### config.mk
export PLATFORM = sky130hd
export DESIGN_NAME = sha256_message_hasher
export DESIGN_NICKNAME = d
export VERILOG_FILES = /design/src/rtl/sha_pkg.sv /design/src/rtl/sha_wmem.sv /design/src/rtl/sha_cmem.sv /design/src/rtl/sha_core.sv /design/src/rtl/sha256_message_hasher.sv
export SDC_FILE = /design/constraint.sdc
export NUM_CORES = 2
export LEC_CHECK = 0
export BUFFER_PORTS_ARGS = -buffer_cell sky130_fd_sc_hd__buf_2
export CAP_MARGIN = 10
export CORE_AREA = 10 10 585 587
export CTS_CLUSTER_DIAMETER = 100
export DETAILED_ROUTE_END_ITERATION = 8
export DIE_AREA = 0 0 595 597
export GPL_TIMING_DRIVEN = 0
export PLACE_DENSITY = 0.38
export SETUP_SLACK_MARGIN = 0.1
export SLEW_MARGIN = 10
export SYNTH_ARGS = -nofsm -noshare
export SYNTH_HDL_FRONTEND = slang
export SYNTH_SLANG_ARGS = --single-unit
export TNS_END_PERCENT = 1
### constraint.sdc
create_clock -name clk -period 19.05 [get_ports clk]
set_input_delay 1.905 -clock clk [delete_from_list [all_inputs] [get_ports clk]]
set_output_delay 1.905 -clock clk [all_outputs]
set_load 0.03 [all_outputs]
### src/rtl/sha_pkg.sv
// Shared types and constants for the SHA-256 message hasher.
// Holds item structs, the controller state enum, core control struct and round tables.
// No dependencies.
`timescale 1ns / 1ps

package sha_pkg;

  typedef logic [31:0] word_t;

  // One input item: a message byte and its flags
  typedef struct packed {
    logic [7:0] data_byte;
    logic       has_byte;
    logic       message_end;
  } msg_item_t;

  // One result item: a digest word with its index
  typedef struct packed {
    logic [31:0] digest_word;
    logic [2:0]  word_index;
    logic        last_word;
  } digest_item_t;

  // Controller states
  typedef enum logic [3:0] {
    ST_IDLE,
    ST_PAD,
    ST_ZERO,
    ST_LEN,
    ST_LOAD,
    ST_ROUND,
    ST_FOLD,
    ST_EMIT_RD,
    ST_EMIT_LD
  } state_t;

  // Control from the sequencer to the round core
  typedef struct packed {
    logic load_w;
    logic load_v;
    logic round;
    logic fold;
  } core_ctl_t;

  localparam int BLK_WORDS = 16;
  localparam int HASH_WORDS = 8;
  localparam int ROUNDS = 64;

  // Sequencer last step indices
  localparam logic [6:0] LOAD_LAST  = 7'd16;
  localparam logic [6:0] VAR_LAST   = 7'd8;
  localparam logic [6:0] ROUND_LAST = 7'd63;
  localparam logic [6:0] FOLD_LAST  = 7'd8;

  // Block word positions used by padding, the pad byte, and last fill and digest word indices
  localparam logic [4:0] WI_LEN_HI  = 5'd14;
  localparam logic [4:0] WI_OVER    = 5'd16;
  localparam logic [3:0] ADDR_LEN_HI = 4'd14;
  localparam logic [3:0] ADDR_LEN_LO = 4'd15;
  localparam logic [7:0] PAD_BYTE   = 8'h80;
  localparam logic [5:0] FILL_LAST  = 6'd63;
  localparam logic [2:0] WORD_LAST  = 3'd7;

  localparam word_t ROUND_K [ROUNDS] = '{
    32'h428A2F98, 32'h71374491, 32'hB5C0FBCF, 32'hE9B5DBA5,
    32'h3956C25B, 32'h59F111F1, 32'h923F82A4, 32'hAB1C5ED5,
    32'hD807AA98, 32'h12835B01, 32'h243185BE, 32'h550C7DC3,
    32'h72BE5D74, 32'h80DEB1FE, 32'h9BDC06A7, 32'hC19BF174,
    32'hE49B69C1, 32'hEFBE4786, 32'h0FC19DC6, 32'h240CA1CC,
    32'h2DE92C6F, 32'h4A7484AA, 32'h5CB0A9DC, 32'h76F988DA,
    32'h983E5152, 32'hA831C66D, 32'hB00327C8, 32'hBF597FC7,
    32'hC6E00BF3, 32'hD5A79147, 32'h06CA6351, 32'h14292967,
    32'h27B70A85, 32'h2E1B2138, 32'h4D2C6DFC, 32'h53380D13,
    32'h650A7354, 32'h766A0ABB, 32'h81C2C92E, 32'h92722C85,
    32'hA2BFE8A1, 32'hA81A664B, 32'hC24B8B70, 32'hC76C51A3,
    32'hD192E819, 32'hD6990624, 32'hF40E3585, 32'h106AA070,
    32'h19A4C116, 32'h1E376C08, 32'h2748774C, 32'h34B0BCB5,
    32'h391C0CB3, 32'h4ED8AA4A, 32'h5B9CCA4F, 32'h682E6FF3,
    32'h748F82EE, 32'h78A5636F, 32'h84C87814, 32'h8CC70208,
    32'h90BEFFFA, 32'hA4506CEB, 32'hBEF9A3F7, 32'hC67178F2
  };

  localparam word_t INIT_H [HASH_WORDS] = '{
    32'h6A09E667, 32'hBB67AE85, 32'h3C6EF372, 32'hA54FF53A,
    32'h510E527F, 32'h9B05688C, 32'h1F83D9AB, 32'h5BE0CD19
  };

endpackage

### src/rtl/sha_wmem.sv
// Block word memory: sixteen 32-bit message words of the current block.
// One write port, one read port, registered read data. Uses sha_pkg.
`timescale 1ns / 1ps

module sha_wmem import sha_pkg::*; (
  input  logic       clk,
  input  logic       we,
  input  logic [3:0] waddr,
  input  word_t      wdata,
  input  logic [3:0] raddr,
  output word_t      rdata
);

  word_t mem [BLK_WORDS];

  // Write and read; read data is registered
  always_ff @(posedge clk) begin
    if (we) begin
      mem[waddr] <= wdata;
    end
    rdata <= mem[raddr];
  end

endmodule

### src/rtl/sha_cmem.sv
// Chaining value memory: eight 32-bit hash words with per-entry valid bits.
// An entry not written since the last clear reads as the initial hash value. Uses sha_pkg.
`timescale 1ns / 1ps

module sha_cmem import sha_pkg::*; (
  input  logic       clk,
  input  logic       rst,
  input  logic       clear,
  input  logic       we,
  input  logic [2:0] waddr,
  input  word_t      wdata,
  input  logic [2:0] raddr,
  output word_t      rdata
);

  word_t                  mem [HASH_WORDS];
  logic [HASH_WORDS-1:0]  valid;
  word_t                  rd_q;
  logic                   rd_valid;
  logic [2:0]             rd_addr;

  // Track written entries; clear drops them back to the initial value
  always_ff @(posedge clk) begin
    if (rst || clear) begin
      valid <= '0;
    end else if (we) begin
      valid[waddr] <= 1'b1;
    end
  end

  // Store data
  always_ff @(posedge clk) begin
    if (we) begin
      mem[waddr] <= wdata;
    end
  end

  // Register the read
  always_ff @(posedge clk) begin
    if (rst) begin
      rd_valid <= 1'b0;
    end else begin
      rd_valid <= valid[raddr];
    end
    rd_q    <= mem[raddr];
    rd_addr <= raddr;
  end

  assign rdata = rd_valid ? rd_q : INIT_H[rd_addr];

endmodule

### src/rtl/sha_core.sv
// Round core: working variables a..h, the 16-word message schedule window and
// one SHA-256 round per cycle. Uses sha_pkg.
`timescale 1ns / 1ps

module sha_core import sha_pkg::*; (
  input  logic       clk,
  input  core_ctl_t  ctl,
  input  logic [5:0] round_idx,
  input  word_t      wdata,
  input  word_t      cdata,
  output word_t      fold_sum
);

  word_t v [HASH_WORDS];
  word_t w [BLK_WORDS];
  word_t w_new;
  word_t t1;
  word_t t2;

  function automatic word_t bsig0(word_t x);
    return {x[1:0], x[31:2]} ^ {x[12:0], x[31:13]} ^ {x[21:0], x[31:22]};
  endfunction

  function automatic word_t bsig1(word_t x);
    return {x[5:0], x[31:6]} ^ {x[10:0], x[31:11]} ^ {x[24:0], x[31:25]};
  endfunction

  function automatic word_t ssig0(word_t x);
    return {x[6:0], x[31:7]} ^ {x[17:0], x[31:18]} ^ {3'b000, x[31:3]};
  endfunction

  function automatic word_t ssig1(word_t x);
    return {x[16:0], x[31:17]} ^ {x[18:0], x[31:19]} ^ {10'b0, x[31:10]};
  endfunction

  // Next schedule word and round temporaries
  always_comb begin
    w_new = w[0] + ssig0(w[1]) + w[9] + ssig1(w[14]);
    t1 = v[7] + bsig1(v[4]) + ((v[4] & v[5]) ^ (~v[4] & v[6]))
         + ROUND_K[round_idx] + w[0];
    t2 = bsig0(v[0]) + ((v[0] & v[1]) ^ (v[0] & v[2]) ^ (v[1] & v[2]));
  end

  // Shift the schedule window: load from memory, or extend during rounds
  always_ff @(posedge clk) begin
    if (ctl.load_w || ctl.round) begin
      for (int i = 0; i < BLK_WORDS - 1; i++) begin
        w[i] <= w[i + 1];
      end
      w[BLK_WORDS-1] <= ctl.load_w ? wdata : w_new;
    end
  end

  // Working variables: load chain, run rounds, shift out for the fold
  always_ff @(posedge clk) begin
    if (ctl.load_v || ctl.fold) begin
      for (int i = 0; i < HASH_WORDS - 1; i++) begin
        v[i] <= v[i + 1];
      end
      if (ctl.load_v) begin
        v[HASH_WORDS-1] <= cdata;
      end
    end else if (ctl.round) begin
      v[7] <= v[6];
      v[6] <= v[5];
      v[5] <= v[4];
      v[4] <= v[3] + t1;
      v[3] <= v[2];
      v[2] <= v[1];
      v[1] <= v[0];
      v[0] <= t1 + t2;
    end
  end

  assign fold_sum = cdata + v[0];

endmodule

### src/rtl/sha256_message_hasher.sv
// SHA-256 over a byte stream. Bytes are packed into block words; a byte that
// fills a block starts a compression (load, 64 rounds, fold into the chaining memory)
// through the one round unit. An end item takes padding writes, one or two
// compressions, then reads out each digest word. Bytes are stalled while not idle.
// Reset is synchronous: control clears and the chaining memory reads as the initial value.
`timescale 1ns / 1ps

module sha256_message_hasher import sha_pkg::*; (
  input  logic         clk,
  input  logic         rst,
  input  logic         byte_valid,
  output logic         byte_stall,
  input  msg_item_t    byte_item,
  output logic         digest_valid,
  input  logic         digest_stall,
  output digest_item_t digest_item
);

  state_t      state;
  state_t      state_next;
  state_t      ret;
  logic [6:0]  cnt;
  logic [5:0]  fill;
  logic [23:0] acc;
  logic [60:0] msg_bytes;
  logic [4:0]  wi;

  logic        in_take;
  logic        take_byte;
  logic        take_end;
  logic        out_take;
  logic        out_load;

  logic        bw_we;
  logic [3:0]  bw_addr;
  word_t       bw_data;
  word_t       bw_rdata;
  logic        cw_we;
  logic        cw_clear;
  word_t       cw_rdata;
  word_t       fold_sum;
  core_ctl_t   ctl;
  word_t       pad_word;

  assign in_take   = byte_valid && !byte_stall;
  assign take_byte = in_take && byte_item.has_byte;
  assign take_end  = in_take && byte_item.message_end;
  assign out_take  = digest_valid && !digest_stall;

  // Partial word with the 0x80 marker placed after the held bytes
  always_comb begin
    case (fill[1:0])
      2'd0:    pad_word = {PAD_BYTE, 24'h0};
      2'd1:    pad_word = {acc[7:0], PAD_BYTE, 16'h0};
      2'd2:    pad_word = {acc[15:0], PAD_BYTE, 8'h0};
      2'd3:    pad_word = {acc[23:0], PAD_BYTE};
      default: pad_word = {PAD_BYTE, 24'h0};
    endcase
  end

  // Next state
  always_comb begin
    state_next = state;
    case (state)
      ST_IDLE: begin
        if (take_byte && fill == FILL_LAST) begin
          state_next = ST_LOAD;
        end else if (take_end) begin
          state_next = ST_PAD;
        end
      end
      ST_PAD: state_next = ST_ZERO;
      ST_ZERO: begin
        if (wi == WI_LEN_HI) begin
          state_next = ST_LEN;
        end else if (wi == WI_OVER) begin
          state_next = ST_LOAD;
        end
      end
      ST_LEN: state_next = ST_LOAD;
      ST_LOAD: begin
        if (cnt == LOAD_LAST) state_next = ST_ROUND;
      end
      ST_ROUND: begin
        if (cnt == ROUND_LAST) state_next = ST_FOLD;
      end
      ST_FOLD: begin
        if (cnt == FOLD_LAST) state_next = ret;
      end
      ST_EMIT_RD: begin
        if (!digest_valid || out_take) state_next = ST_EMIT_LD;
      end
      ST_EMIT_LD: begin
        state_next = (cnt[2:0] == WORD_LAST) ? ST_IDLE : ST_EMIT_RD;
      end
      default: state_next = ST_IDLE;
    endcase
  end

  // Outputs: memory writes, core control, handshakes
  always_comb begin
    bw_we    = 1'b0;
    bw_addr  = fill[5:2];
    bw_data  = '0;
    cw_we    = 1'b0;
    cw_clear = 1'b0;
    ctl      = '0;
    out_load = 1'b0;
    case (state)
      ST_IDLE: begin
        if (take_byte && fill[1:0] == 2'd3) begin
          bw_we   = 1'b1;
          bw_data = {acc, byte_item.data_byte};
        end
      end
      ST_PAD: begin
        bw_we   = 1'b1;
        bw_data = pad_word;
      end
      ST_ZERO: begin
        if (wi == WI_LEN_HI) begin
          bw_we   = 1'b1;
          bw_addr = ADDR_LEN_HI;
          bw_data = msg_bytes[60:29];
        end else if (!wi[4]) begin
          bw_we   = 1'b1;
          bw_addr = wi[3:0];
        end
      end
      ST_LEN: begin
        bw_we   = 1'b1;
        bw_addr = ADDR_LEN_LO;
        bw_data = {msg_bytes[28:0], 3'b000};
      end
      ST_LOAD: begin
        ctl.load_w = (cnt != '0);
        ctl.load_v = (cnt != '0) && (cnt <= VAR_LAST);
      end
      ST_ROUND: ctl.round = 1'b1;
      ST_FOLD: begin
        ctl.fold = (cnt != '0);
        cw_we    = (cnt != '0);
      end
      ST_EMIT_LD: begin
        out_load = 1'b1;
        cw_clear = (cnt[2:0] == WORD_LAST);
      end
      default: ;
    endcase
  end

  assign byte_stall = (state != ST_IDLE);

  // State, step counter, padding word index and return point after compression
  always_ff @(posedge clk) begin
    if (rst) begin
      state <= ST_IDLE;
      cnt   <= '0;
      ret   <= ST_IDLE;
      wi    <= '0;
    end else begin
      state <= state_next;
      case (state)
        ST_LOAD, ST_ROUND, ST_FOLD: begin
          cnt <= (state_next != state) ? '0 : cnt + 7'd1;
        end
        ST_EMIT_LD: begin
          cnt <= (cnt[2:0] == WORD_LAST) ? '0 : cnt + 7'd1;
        end
        default: ;
      endcase
      if (state == ST_IDLE && state_next == ST_LOAD) begin
        ret <= take_end ? ST_PAD : ST_IDLE;
      end else if (state == ST_ZERO && state_next == ST_LOAD) begin
        ret <= ST_ZERO;
      end else if (state == ST_LEN) begin
        ret <= ST_EMIT_RD;
      end
      if (state == ST_PAD) begin
        wi <= {1'b0, fill[5:2]} + 5'd1;
      end else if (state == ST_ZERO) begin
        if (wi == WI_OVER) begin
          wi <= '0;
        end else if (wi != WI_LEN_HI) begin
          wi <= wi + 5'd1;
        end
      end
    end
  end

  // Byte packing and message length
  always_ff @(posedge clk) begin
    if (rst) begin
      fill      <= '0;
      msg_bytes <= '0;
    end else if (take_byte) begin
      fill      <= fill + 6'd1;
      msg_bytes <= msg_bytes + 61'd1;
    end else if (state == ST_EMIT_LD && cnt[2:0] == WORD_LAST) begin
      fill      <= '0;
      msg_bytes <= '0;
    end
  end

  always_ff @(posedge clk) begin
    if (take_byte) begin
      acc <= {acc[15:0], byte_item.data_byte};
    end
  end

  // Output register: hold until taken
  always_ff @(posedge clk) begin
    if (rst) begin
      digest_valid <= 1'b0;
    end else if (out_load) begin
      digest_valid <= 1'b1;
    end else if (out_take) begin
      digest_valid <= 1'b0;
    end
  end

  always_ff @(posedge clk) begin
    if (out_load) begin
      digest_item.digest_word <= cw_rdata;
      digest_item.word_index  <= cnt[2:0];
      digest_item.last_word   <= (cnt[2:0] == WORD_LAST);
    end
  end

  sha_wmem u_wmem (
    .clk   (clk),
    .we    (bw_we),
    .waddr (bw_addr),
    .wdata (bw_data),
    .raddr (cnt[3:0]),
    .rdata (bw_rdata)
  );

  sha_cmem u_cmem (
    .clk   (clk),
    .rst   (rst),
    .clear (cw_clear),
    .we    (cw_we),
    .waddr (cnt[2:0] - 3'd1),
    .wdata (fold_sum),
    .raddr (cnt[2:0]),
    .rdata (cw_rdata)
  );

  sha_core u_core (
    .clk       (clk),
    .ctl       (ctl),
    .round_idx (cnt[5:0]),
    .wdata     (bw_rdata),
    .cdata     (cw_rdata),
    .fold_sum  (fold_sum)
  );

`ifndef NO_ASSERTIONS
  a_emit_free: assert property (@(posedge clk) disable iff (rst)
    state == ST_EMIT_LD |-> !digest_valid)
    else $error("digest load would overwrite a pending word");

  a_round_fold: assert property (@(posedge clk) disable iff (rst)
    (state == ST_ROUND && cnt == ROUND_LAST) |=> state == ST_FOLD && cnt == '0)
    else $error("rounds did not hand over to the fold");

  a_reinit: assert property (@(posedge clk) disable iff (rst)
    (state == ST_EMIT_LD && cnt[2:0] == WORD_LAST)
      |=> state == ST_IDLE && fill == '0 && msg_bytes == '0)
    else $error("message state not reinitialized after digest");

  a_zero_range: assert property (@(posedge clk) disable iff (rst)
    state == ST_ZERO |-> wi <= WI_OVER && wi != 5'd0 || ret == ST_ZERO)
    else $error("padding word index out of range");
`endif

endmodule
# --- Yosys cells after proc, flatten, opt, wreduce, memory -nomap -nowiden ---
# Memory sizes are Yosys's and may differ from the RTL's. A register that Yosys moved wholly into a read port is not among the register bits.
# Index checks and enable logic that the tools add are counted.
totals:
  rom_bits: 2304
  output_inout_bits: 38
  ramBits: 1536
  inputBits: 14
  n_memories: 6
  reg_bits: 160
op_classes:
  magnitude_cmp: 6
  n_addsub: 17
  n_eq_ne: 21
  reduce_logical: 31
  n_bitwise: 28
  muxes: 75
mem_list:
  columns: ["memory", "depth", "width", "rd", "rd_clocked_by_memory_dff", "wr", "line", "text"]
  rows:
  - ["(no name shown)", 64, 32, 1, 0, 0, "sha_core.sv:40", "+ ROUND_K[round_idx] + w[0];"]
  - ["u_core.w", 16, 32, 16, 0, 16, "sha_core.sv:15", "word_t w [BLK_WORDS];"]
  - ["u_wmem.mem", 16, 32, 1, 1, 1, "sha_wmem.sv:14", "word_t mem [BLK_WORDS];"]
  - ["(no name shown)", 8, 32, 1, 0, 0, "sha_cmem.sv:49", "assign rdata = rd_valid ? rd_q : INIT_H[rd_addr];"]
  - ["u_cmem.mem", 8, 32, 1, 1, 1, "sha_cmem.sv:16", "word_t mem [HASH_WORDS];"]
  - ["u_core.v", 8, 32, 8, 0, 8, "sha_core.sv:14", "word_t v [HASH_WORDS];"]
op_table:
  columns: ["op", "count"]
  rows:
  - ["$mux W32", 16]
  - ["$add A32 B32 Y32", 11]
  - ["$xor A32 B32 Y32", 9]
  - ["$pmux W32 S4", 2]
  - ["$and A32 B32 Y32", 5]
  - ["$mux W61", 2]
  - ["$add A61 B1 Y61 const B", 1]
  - ["$mux W4", 13]
  - ["$pmux W4 S9", 1]
  - ["$not A32 Y32", 1]
  - ["$xor A32 B22 Y32", 1]
  - ["$xor A32 B29 Y32", 1]
  - ["$mux W1", 26]
  - ["$eq A4 B3 Y1 const B", 5]
  - ["$mux W5", 4]
  - ["$mux W7", 2]
  - ["$pmux W7 S2", 1]
  - ["$mux W6", 2]
  - ["$logic_and A1 B1 Y1", 11]
  - ["$eq A4 B2 Y1 const B", 2]
  - ["$lt A3 B4 Y1 const B", 2]
  - ["$or A1 B1 Y1", 8]
  - ["$or A8 B8 Y8", 1]
  - ["$pmux W4 S2", 1]
  - ["40 further kinds", 50]

# --- Logic depth before layout (Yosys ltp) ---
logic_depth:
  ltp_word: 11
  ltp_mapped: 44
  mapped_depth_nobuf: 40

# --- Modules after synthesis ---
# A second synthesis with hierarchy kept.
unflattened:
  cells_unflattened: 6131
  hier_area_um2: 82994.6
modules_own_cells:
  columns: ["mod", "cells_each", "n_inst", "seq_area_each_um2", "area_per_inst_um2"]
  rows:
  - ["sha_core", 4000, 1, 23062.1, 44577.8]
  - ["sha_wmem", 838, 1, 16015.4, 19835.3]
  - ["sha_cmem", 548, 1, 8568.2, 11269.6]
  - ["sha256_message_hasher", 745, 1, 3543.4, 7312.0]

# --- Worst setup path after synthesis ---
# OpenSTA, ideal clock, no wires.
synth_timing:
  path_type: "reg-to-reg"
  from: "register cnt[1]"
  to: "memory u_core.w[0][0] in the netlist's numbering (enable)"
  setup_time_ns: 3.633
  arrival_ns: 11.081
  stages_incl_launch_ff: 12
  t_required_ns: 15.417
  slack_ns: 4.336
  synth_period_minus_slack_ns: 14.714
  cell_sequence: "dfxtp_1 > clkbuf_1 > inv_1 > clkbuf_1 > buf_1 > buf_1 > ha_1 > nand2b_1 > nor3_1 > a2111o_1 > clkbuf_1 > nand2_1"
synth_lines:
  columns: ["element", "line", "text"]
  rows:
  - ["start, declared", "sha256_message_hasher.sv:22", "logic [6:0] cnt;"]
  - ["start signal, assigned", "sha256_message_hasher.sv:165", "cnt <= (state_next != state) ? '0 : cnt + 7'd1;"]
  - ["start signal, assigned", "sha256_message_hasher.sv:168", "cnt <= (cnt[2:0] == WORD_LAST) ? '0 : cnt + 7'd1;"]
  - ["end, declared", "sha_core.sv:15", null]

==> out/results.txt <==
The clock passes through at most 4 buffers. The data arrival time at the worst-slack endpoint is 14.74 ns, and the largest stage delay on the critical path is 0.92 ns. Post-CTS repair changed the size of 0 cells. Number of standard cells after synthesis: 6,070. The die covers 0.355 mm². In this run, placement finished with an instance count of 10,557.

The multi-input combinational cells in the finished layout cover a total of 0.0290 mm². The routed length per placed instance is 26.6 µm, and the maximum number of pins on one net before global-route repair is 66. Counting flops with an async set or reset pin after synthesis yields a share of 0%.

Global routing used 15.9% of the available tracks across all layers. Data on the critical path is required at its endpoint by 19.59 ns. Type of the setup path with the least slack: register to register. Net switching is 21.2% of the power. Yosys mapped a number of flops with a built-in enable equal to 1,596. For the worst-skew pair, the clock arrives at the later sink with an insertion delay of 0.89 ns. For this design the ratio of total power to cell area is 86.7 mW/mm². The horizontal die dimension was 595 µm; the worst max-slew margin expressed relative to the limit was 12.5%. The worst setup path is launched from a register. The logs give 0.892 for the final RePlAce weighted congestion and 62.3% for the register area share after synthesis. Number of failing hold endpoints at the final stage: 0. The placed instances occupy a cell area of 0.0893 mm².

The mapped netlist covers 0.0822 mm². The boundary pin count is 52, and the top achievable clock speed is 0.0704 GHz. After clock tree synthesis, the clock-pin slew on the worst setup and hold paths is 0.06 ns. After synthesis the netlist holds a flip-flop and latch count of 1,759. Synthesis produced a netlist with a net count of 6,463. The path class of the tightest hold or removal check is register to register. After legalization and detailed placement, the total HPWL measured 219 mm. In this run the mean area of a mapped cell was 13.5 µm². In the synthesized netlist the dominant register cell turns out to be edfxtp_1.

TritonCTS built the clock tree. Combinational cells account for 2.4% of the total power. The vias per cell was 4.66. The flow ran to the end, and the final reports show no timing, DRC or antenna violations. Per report_power, the sequential group accounts for 50.2% of the total. By area the synthesized netlist is led by edfxtp_1 (58%), mux4_2 (5.6%), nand2_1 (4.6%), fa_1 (4.6%), dfxtp_1 (4.0%). The floorplan has 211 rows. The run gives 139 mm as the routed wire length on met2. The logs give 0 for the post-CTS setup buffer count and 0.0919 ns for the clock skew. For this run, design rule violations remaining after detail routing come to 0.

The area growth from synthesis to final layout came out at 16.9%. For the number of max-cap violations, the log shows 0. The number of buffers inserted during clock tree synthesis was 208; the number of H-tree branching levels was 4. By count the netlist is led by edfxtp_1 (1,596), nand2_1 (1,014), xnor2_1 (297). Cells fill 29.1% of the core in the end.

Once detail routing completed, the nets flagged for antenna violations numbered 0. The routed layout has 51,006 vias. The first global-routing pass estimated 409 mm of wire. The number of global-route vias before repair came out at 51,932. The tools report the critical path endpoint category as a register. The final layout contains 6,796 nets.

The final number of setup-violating endpoints came out at 0. The hold buffer count at CTS is 0. Setup repair after global routing left no endpoint under its margin.

CTS placed an instance of clkbuf_16 at the clock tree root. The logs give 0.347 ns for the final worst hold slack and 4,048 for the violation count after the first detailed-routing iteration. The initial core utilization is 24.9%, and the area share of the largest cell type after synthesis is 58.3%.

Summed over all cells, the static leakage comes to 0.0322 µW. The number of pins with negative max-slew slack in the final report was 0; the clock period minus worst slack was 14.20 ns. After detailed routing, the met3 layer carries 10.6 mm of wire. Summing all non-filler instances in the final layout gives an area of 0.0961 mm². In this run the worst path has a maximum fanout of 15. After global routing the overflow that remains totals 0. The slowest stage of the critical path belongs to the cell clkbuf_1. The pre-antenna-repair detailed-routing pass consisted of 9 iterations. The logs give 10,943 for the final standard cell count with taps included and fillers excluded and 0 ns for the final setup TNS. The detailed router put a total of 134 mm of wire on met1. Number of distinct library cells after synthesis: 96. The Yosys step of the flow raised 0 warnings. For the area occupied by registers, the log shows 0.0512 mm². Signal routing reaches up to met5. In the final layout, the share of cells above drive strength 1 is 11.3%. The measured slew at the worst slew-check pin is 1.31 ns, and the initial antenna violation count is 21.

The analysis attributes to net switching a power of 1760 µW. The number of fill cells in the layout came out at 33,289. The worst-case IR drop observed on VDD is 0.0000695 V. For the area of the core region, the log shows 0.330 mm². The clock drives 1,759 sinks. The biggest area consumer among synthesized cells is edfxtp_1.

The tools report the clock network fraction of design power as 47.3%. In this run the tool buffered the top-level ports with 51 buffer cells. edfxtp_1 is the most common cell in the netlist.

The die is 597 µm tall. The final critical-path share of the clock period came out at 74.5%. The aggregate routed wire length is 291 mm, and the internal power component is 6560 µW.
-- state kept, by name (all words and copies together) (netlist names) --
register / flops
msg_bytes: 61
u_core.v: 256
u_cmem.rd_q: 32
ret: 3
u_cmem.valid: 8
u_cmem.mem: 256
digest_valid: 1
digest_item: 36
u_core.w: 512
cnt: 7
fill: 6
u_wmem.rdata: 32
u_wmem.mem: 512
u_cmem.rd_addr: 3
wi: 5
state: 4
acc: 24
u_cmem.rd_valid: 1
-- routing by layer --
layer	global-route usage, %	up-vias
li1	-	22930
met1	22.1	26620
met2	26.7	1113
met3	1.80	339
met4	3.64	4
met5	0	-
-- logic make-up after synthesis --
family | count (synthesis) | share of synthesized area, %
fa+ha+maj | 401 | 7.76
compound gates | 967 | 7.43
flops | 1759 | 62.3
xor+xnor | 416 | 4.43
buf+inv | 584 | 2.67
simple gates | 1648 | 8.65
mux | 295 | 6.76
-- power groups by stage --
stage / sequential [µW] / combinational (µW) / clock (µW)
2_1_floorplan: 4260 / 132 / 0
3_3_place_gp: 4270 / 198 / 0
3_5_place_dp: 4270 / 202 / 0
4_1_cts: 4180 / 204 / 4070
5_1_grt: 4180 / 223 / 4210
6_report: 4180 / 202 / 3940
-- layout by cell type (no fill, tap or decap), types with 35 or more instances in the layout --
master | synthesis | layout
clkbuf_16 | 0 | 212
a31oi_1 | 59 | 59
o21a_1 | 38 | 38
xor2_1 | 119 | 119
clkinv_1 | 2 | 35
ha_1 | 191 | 191
fa_1 | 188 | 188
mux2i_1 | 43 | 43
dfxtp_1 | 163 | 163
mux2_2 | 41 | 41
a21o_1 | 77 | 76
buf_2 | 0 | 53
nor3_1 | 41 | 39
nand3_1 | 104 | 104
buf_1 | 63 | 60
nor2_1 | 244 | 220
xnor2_1 | 297 | 294
clkbuf_1 | 250 | 296
nand2_1 | 1014 | 1013
mux4_2 | 203 | 203
a21oi_1 | 253 | 252
inv_1 | 268 | 267
o21ai_0 | 258 | 242
and3_1 | 57 | 57
edfxtp_1 | 1596 | 1596
-- worst paths after layout --
kind                       start          endpoint  slack (ns)  cells past startpoint
setup / recovery          cnt[1]  u_core.v[0][159]        4.85                     41
hold / removal    u_core.w[1][0]  u_core.w[0][224]        0.35                      0
setup reg to reg          cnt[1]  u_core.v[0][159]        4.85                     41
hold reg to reg   u_core.w[1][0]  u_core.w[0][224]        0.35                      0
-- worst max-delay path, delay by kind of cell, from the launching register on --
kind / cells / cell delay (ns)
xor gates and xnor gates: 3 / 0.97
DFF: 1 / 0.52
AOI/OAI and AO/OA: 16 / 4.29
buffers and inverters: 8 / 3.66
adders and majority gates: 7 / 2.85
and+or+nand+nor: 7 / 1.52
-- layout make-up --
cell class              count  area share [%]
clock inverters           101            1.05
multi-input cells        3727            30.2
inverters                 271            1.06
well taps                4366            5.69
flip-flops and latches   1759            53.3
clock buffers             275            5.89
repair buffers            123            1.55
diodes                      8          0.0208
plain buffers             313            1.23
-- through the flow --
step | power [µW] | worst slack (ns)
after CTS | 8450 | 4.77
final | 8330 | 4.85
after detailed placement | 4470 | 4.85
after floorplan | 4390 | 4.34
after global routing | 8620 | 4.27
after global placement | 4470 | -4.52
Note: power is estimated with default switching activity, not from simulation.
